### src/rtl/swms_pkg.sv
// Package for the sliding-window mean / standard deviation block.
// Holds sizes, the controller state type and the command/status structs.
`timescale 1ns / 1ps
`default_nettype none
package swms_pkg;
    localparam int CHANNELS   = 14;
    localparam int MAX_WINDOW = 32;
    localparam int CH_W       = 4;
    localparam int POS_W      = $clog2(MAX_WINDOW);
    localparam int ADDR_W     = $clog2(CHANNELS * MAX_WINDOW);
    localparam int DEPTH      = CHANNELS * MAX_WINDOW;
    localparam int WL_W       = 6;
    localparam int SAMPLE_W   = 16;
    localparam int OUT_W      = 24;
    localparam int SUM_W      = 22;   // sum of 32 samples
    localparam int DIFF_W     = 26;   // |256*x - mean| < 2^25
    localparam int SQ_W       = 50;   // diff^2
    localparam int SSQ_W      = 56;   // sum of 32 squares
    localparam int DIV_W      = 56;   // dividend width for the shared divider
    localparam int CNT_W      = $clog2(DIV_W + 1);
    localparam logic [WL_W-1:0] WL_RESET = WL_W'(32);

    typedef enum logic [3:0] {
        ST_IDLE,
        ST_CLEAR,
        ST_STORE,
        ST_SUM,
        ST_MDIV,
        ST_SQ,
        ST_VDIV,
        ST_SQRT,
        ST_OUT
    } state_t;

    // controller to datapath
    typedef struct packed {
        logic clear;        // write zero at clear address, advance it
        logic load;         // latch the input transfer
        logic store;        // write sample, set window
        logic acc_sum;      // read/accumulate one sample for the sum
        logic mdiv_start;
        logic mdiv_step;
        logic acc_sq;       // read/accumulate one squared deviation
        logic vdiv_start;
        logic vdiv_step;
        logic sqrt_start;
        logic sqrt_step;
        logic finish;       // latch result into output register
    } cmd_t;

    // datapath to controller
    typedef struct packed {
        logic clear_done;
        logic bad_channel;
        logic walk_done;    // last sample of the window issued
        logic pipe_empty;   // read pipeline drained
        logic div_done;
        logic sqrt_done;
    } status_t;
endpackage
`default_nettype wire

### src/rtl/swms_ctrl.sv
// Controller state machine for the sliding-window statistics block.
// Depends on swms_pkg (state_t, cmd_t, status_t).
`timescale 1ns / 1ps
`default_nettype none
module swms_ctrl (
    input  wire                      clk,
    input  wire                      rst_n,
    input  wire                      in_valid,
    output logic                     in_ready,
    output logic                     out_valid,
    input  wire                      out_ready,
    input  swms_pkg::status_t        status,
    output swms_pkg::cmd_t           cmd
);
    swms_pkg::state_t state_reg, state_next;

    always_ff @(posedge clk or negedge rst_n)
    begin
        if (!rst_n)
            state_reg <= swms_pkg::ST_CLEAR;
        else
            state_reg <= state_next;
    end

    // next state
    always_comb
    begin
        state_next = state_reg;
        unique case (state_reg)
            swms_pkg::ST_CLEAR: if (status.clear_done) state_next = swms_pkg::ST_IDLE;
            swms_pkg::ST_IDLE:  if (in_valid) state_next = swms_pkg::ST_STORE;
            swms_pkg::ST_STORE:
                state_next = status.bad_channel ? swms_pkg::ST_OUT : swms_pkg::ST_SUM;
            swms_pkg::ST_SUM:
                if (status.walk_done && status.pipe_empty) state_next = swms_pkg::ST_MDIV;
            swms_pkg::ST_MDIV:  if (status.div_done) state_next = swms_pkg::ST_SQ;
            swms_pkg::ST_SQ:
                if (status.walk_done && status.pipe_empty) state_next = swms_pkg::ST_VDIV;
            swms_pkg::ST_VDIV:  if (status.div_done) state_next = swms_pkg::ST_SQRT;
            swms_pkg::ST_SQRT:  if (status.sqrt_done) state_next = swms_pkg::ST_OUT;
            swms_pkg::ST_OUT:   if (!out_valid || out_ready) state_next = swms_pkg::ST_IDLE;
            default:            state_next = swms_pkg::ST_IDLE;
        endcase
    end

    logic out_valid_reg;
    assign out_valid = out_valid_reg;

    // output register handshake
    always_ff @(posedge clk or negedge rst_n)
    begin
        if (!rst_n)
            out_valid_reg <= 1'b0;
        else if (cmd.finish)
            out_valid_reg <= 1'b1;
        else if (out_ready)
            out_valid_reg <= 1'b0;
    end

    // outputs
    always_comb
    begin
        cmd = '0;
        in_ready = 1'b0;
        unique case (state_reg)
            swms_pkg::ST_CLEAR: cmd.clear = 1'b1;
            swms_pkg::ST_IDLE:
            begin
                in_ready = 1'b1;
                cmd.load = in_valid;
            end
            swms_pkg::ST_STORE: cmd.store = 1'b1;
            swms_pkg::ST_SUM:
            begin
                cmd.acc_sum = 1'b1;
                cmd.mdiv_start = status.walk_done && status.pipe_empty;
            end
            swms_pkg::ST_MDIV:  cmd.mdiv_step = 1'b1;
            swms_pkg::ST_SQ:
            begin
                cmd.acc_sq = 1'b1;
                cmd.vdiv_start = status.walk_done && status.pipe_empty;
            end
            swms_pkg::ST_VDIV:
            begin
                cmd.vdiv_step = 1'b1;
                cmd.sqrt_start = status.div_done;
            end
            swms_pkg::ST_SQRT:  cmd.sqrt_step = 1'b1;
            swms_pkg::ST_OUT:   cmd.finish = !out_valid || out_ready;
            default: cmd = '0;
        endcase
    end
endmodule
`default_nettype wire

### config.mk
export PLATFORM = sky130hd
export DESIGN_NAME = swms_ctrl
export DESIGN_NICKNAME = d
export VERILOG_FILES = /design/src/rtl/swms_pkg.sv /design/src/rtl/swms_ctrl.sv
export SDC_FILE = /design/constraint.sdc
export NUM_CORES = 1
export LEC_CHECK = 0
export BUFFER_PORTS_ARGS = -buffer_cell sky130_fd_sc_hd__buf_2
export CELL_PAD_IN_SITES_DETAIL_PLACEMENT = 0
export CELL_PAD_IN_SITES_GLOBAL_PLACEMENT = 1
export CORE_MARGIN = 5
export CORE_UTILIZATION = 32
export CTS_CLUSTER_DIAMETER = 40
export DETAILED_ROUTE_END_ITERATION = 6
export HOLD_SLACK_MARGIN = 0.1
export PLACE_DENSITY = 0.81
export SLEW_MARGIN = 10
export SYNTH_ARGS = -nofsm -noshare
export SYNTH_HDL_FRONTEND = slang
export SYNTH_SLANG_ARGS = --single-unit
export TNS_END_PERCENT = 10
### constraint.sdc
create_clock -name clk -period 2.65 [get_ports clk]
set_input_delay 0.265 -clock clk [delete_from_list [all_inputs] [get_ports clk]]
set_output_delay 0.265 -clock clk [all_outputs]
set_load 0.01 [all_outputs]
After elaboration in Yosys (flattened, before gate mapping) --
Index checks and enable logic that the tools add are counted.
Storage, ports and cells: register bits 5, bits in latches 0, bits in writable memories 0, memory bits (read-only) 0, input bits 10, output and inout port bits 14, logic and storage cells 46, memories 0
Cells by class: add/sub/neg operators 0, multipliers 0, div/mod/pow operators 0, magnitude comparators 0, eq/ne operators 16, shifts and indexed selects 0, multiplexer cells 22, bitwise operators 0, reductions and logical operators 6
Operator list (number):
- $mux 4 | 9
- $pmux 4 s9 | 1
- $eq 4x3->1 const B | 4
- $ne 2x2->1 const B | 8
- $mux 1 | 9
- $eq 4x2->1 const B | 2
- $reduce_and 8->1 | 1
- $mux 2 | 3
- $eq 4x1->1 const B | 1
- $eq 4x4->1 const B | 1
- $logic_not 4->1 | 1
- $reduce_bool 2->1 | 1
- $logic_and 1x1->1 | 1
- $logic_not 1->1 | 1
- $logic_or 1x1->1 | 1

Logic depth before layout (Yosys ltp) --
word-level depth 4, depth in mapped cells 5, mapped depth without buffers 4

Least setup slack after synthesis --
No wires, ideal clock.
path kind reg-to-output, from register state_reg[1], to output cmd[10] (netlist name), arrival 1.301 ns, data required time 2.385 ns, setup slack 1.084 ns, cell stages (with the launch flop) 4, path buffers 1, cells stage by stage dfrtp_1 buf_2 nor4_1 and2_1
RTL lines:
- start: declaration | RTL line swms_ctrl.sv:15 | swms_pkg::state_t state_reg, state_next;
- start signal: assignment | RTL line swms_ctrl.sv:20 | state_reg <= swms_pkg::ST_CLEAR;
- start signal: assignment | RTL line swms_ctrl.sv:22 | state_reg <= state_next;
- end: declaration | RTL line swms_ctrl.sv:13 | output swms_pkg::cmd_t cmd

==> impl_results.md <==
- Outcome: complete, no violations
- Layout net count: 92
- Total number of vias: 474
- Share of layout cells above drive strength 1: 44.4%
- Antenna violations before repair: 0
- Hold Startpoint: out_ready
- Starting Density: 32.8%
- Power per cell area: 1250 nW/um^2
- Max FFs per register: 4
- RSZ-0062 raised after global routing: false
- TritonCTS clock tree: yes
- Clock transition at path regs: 0.04 ns
- Yosys cell types: 29
- DRT iter0 DRCs: 7
- Root buf cell: clkbuf_4
- FF-to-FF Start: state_reg[2]$_DFFE_PN0P_
- CP Capture Type: output port
- Slew @ Worst Pin: 0.472 ns
- Yosys top cell area share: around a fifth
- Pre-Repair DR Iteration Count: 2
- Crit path DAT: 1.53 ns
- Worst slew margin: 68.6%
- Hold path cells: 3
- Synthesized area: 477 um^2
- Worst Path Required: 2.38 ns
- CP startpoint kind: register
- Synth Instances: 57
- # Post-CTS Setup Buffers: 0
- Register-to-register setup slack: 1.05 ns
- Clk_lat worst skew: about 0.24 ns
- Worst-path fanout max: 15
- Post-layout minimum cycle time: 1.79 ns
- Vias per std cell: 4.89
- CTS resizes: 0
- Mapped Avg Cell Area: between 8 and 9 um^2
- First-pass GRT wire length: 1840 um
- DRT antenna net count: 0
- R2R cell count: 4
- CTS Hold Buffers Added: 1
- WS Path Type: register to output port
- Endpoints failing hold: 0
- Clock sinks: 5
- Final setup vio count: 0
- Drc violations: 0
- Slowest stage delay, CP: 0.63 ns
- Total GRT Usage: 9.48%
- Slew Limit Fails: 0
- Placed Area: approximately 580 um^2
- Gr ovfl total: 0
- Die area: 2360 um^2
- Async set-or-reset flop fraction in the synthesized netlist: 100%
- Die width: 48.6 um
- WL final: 1150 um
- Fin area: 621 um^2
- Post-synthesis sequential area ratio: 26.5%
- Core Region: 1450 um^2
- Maximum vdd drop: 364 uV
- Avg WL per Cell: 11.9 um
- Final Skew: 0.00250 ns
- Synth Register Bits: 5
- Vias in the first global route: 416
- Worst hold path type: input port to register
- CTS Buffer Depth: 2
- H-tree depth: 1
- Period Utilization, post-route: between 60% and 70%
- Detailed placer's ending HPWL: around 850 um
- Diode count: 0
- Synth area leaders: dfrtp_1 21%, nor3_1 8.4%, mux2_4 6.3%
- Num rows: 14
- Die Y: slightly below 50 um
- Slowest stage cell, crit path: dfrtp_1
- Most used DFF post-synth: dfrtp_1
- Largest net degree at the start of global routing: 16
- Top Ports: 24
- Post-Syn Nets: 67
- Post-synth EDFFs: 0
- RR Endpoint: state_reg[1]$_DFFE_PN0P_
- GP Congestion: 0.671
- Crit path buf inv count: 1
- Maxcap violations: 0
- CP top delay family: flip-flops
- Setup total negative slack: 0 ns
- Crit-path cells: nand2b_1, nor2_1, and2_1, buf_2
- YS warnings: 0
- Static Leak: 0.318 nW
- IO buf count: 23
- Max Clock Freq: 558 MHz
- CTS buffer count: 3
- Hold Path End: out_valid$_DFFE_PN0P_
- Synthesis-to-finish area growth: 30.2%
- Synth area leader: dfrtp_1
## cell families (layout without fill, tap and decap cells)
logic type,Yosys count,count (layout),share of synthesized area (%)
AOI/OAI and AO/OA,9,9,16.3
xor gates and xnor gates,1,1,1.84
buffers and inverters,6,30,7.35
DFF,5,5,26.5
muxes,3,3,8.40
and+or+nand+nor,33,33,39.6
## how the worst max path moves through the flow
| stage | startpoint | to | slack [ns] | cells past startpoint |
|---|---|---|---|---|
| after detailed placement | state_reg[2]$_DFFE_PN0P_ | state_reg[1]$_DFFE_PN0P_ | 1.05 | 4 |
| after floorplan | state_reg[1]$_DFFE_PN0P_ | cmd[10] | 1.08 | 3 |
| after global placement | state_reg[2]$_DFFE_PN0P_ | state_reg[1]$_DFFE_PN0P_ | 1.09 | 4 |
| final | state_reg[2]$_DFFE_PN0P_ | cmd[2] | 0.86 | 4 |
| after CTS | state_reg[2]$_DFFE_PN0P_ | cmd[2] | 0.86 | 4 |
| after global routing | state_reg[2]$_DFFE_PN0P_ | cmd[2] | 0.72 | 4 |
## layout make-up
class                   count  area (um^2)
clock buffers               4         26.3
fillers                   158          833
inverters                   2         7.51
multi-input cells          46          315
flip-flops and latches      5          126
well taps                  16         20.0
repair buffers             24          125
## synth_stat cells, types with 2 or more instances
master and count:
nand2_1 3, dfrtp_1 4, nand2b_1 4, o21ai_0 2, mux2_4 2, inv_1 2
nand3_1 2, and2_1 2, nor4_1 2, a21oi_1 4, nor3_1 8, nor2_1 5
## metal layers
metal  share of wire (%)  track usage [%]  vias up
li1                    -                -      250
met1                  50             12.8      217
met2                  46             13.7        7
met3                 4.3             3.07        0
met4                   0             4.04        0
met5                   0                0        -
## placed cells by master, fill, tap and decap left out, drive strengths merged
cell type	count
a21oi	4
a32oi	1
and2	2
and3	1
and3b	1
buf	23
clkbuf	4
dfrtp	4
dfstp	1
dlygate4sd3	1
inv	2
mux2	2
mux2i	1
nand2	4
nand2b	4
nand3	2
nor2	5
nor2b	2
nor3	8
nor3b	1
nor4	2
o21ai	2
o21bai	1
o22ai	1
or3b	1
xor2	1
## worst min-delay path: cells and delay by family
family	cells	cell delay [ns]
AND/OR/NAND/NOR	2	0.21
buffers and inverters	1	0.07
## power breakdown
part / switching, mW / internal (mW) / total [mW]
sequential: 0.122 / 0.118 / 0.240
clock: 0.0294 / 0.0568 / 0.0862
combinational: 0.209 / 0.240 / 0.449
total: 0.360 / 0.415 / 0.775
## per-stage QoR
| stage | worst slack [ns] | std cells | hold slack, ns | util [%] | power (mW) |
|---|---|---|---|---|---|
| final | 0.859 | 97 | 0.360 | 42.7 | 0.775 |
| after global routing | 0.724 | 97 | 0.362 | 42.7 | 0.845 |
| after CTS | 0.859 | 97 | 0.352 | 42.7 | 0.779 |
| after detailed placement | 1.05 | 92 | 0.0823 | 40.2 | 0.688 |
| after global placement | 1.09 | 92 | 0.0829 | 40.2 | 0.686 |
| after floorplan | 1.08 | 57 | -0.0306 | - | 0.594 |
No activity file was read; power rests on OpenSTA's default activity.
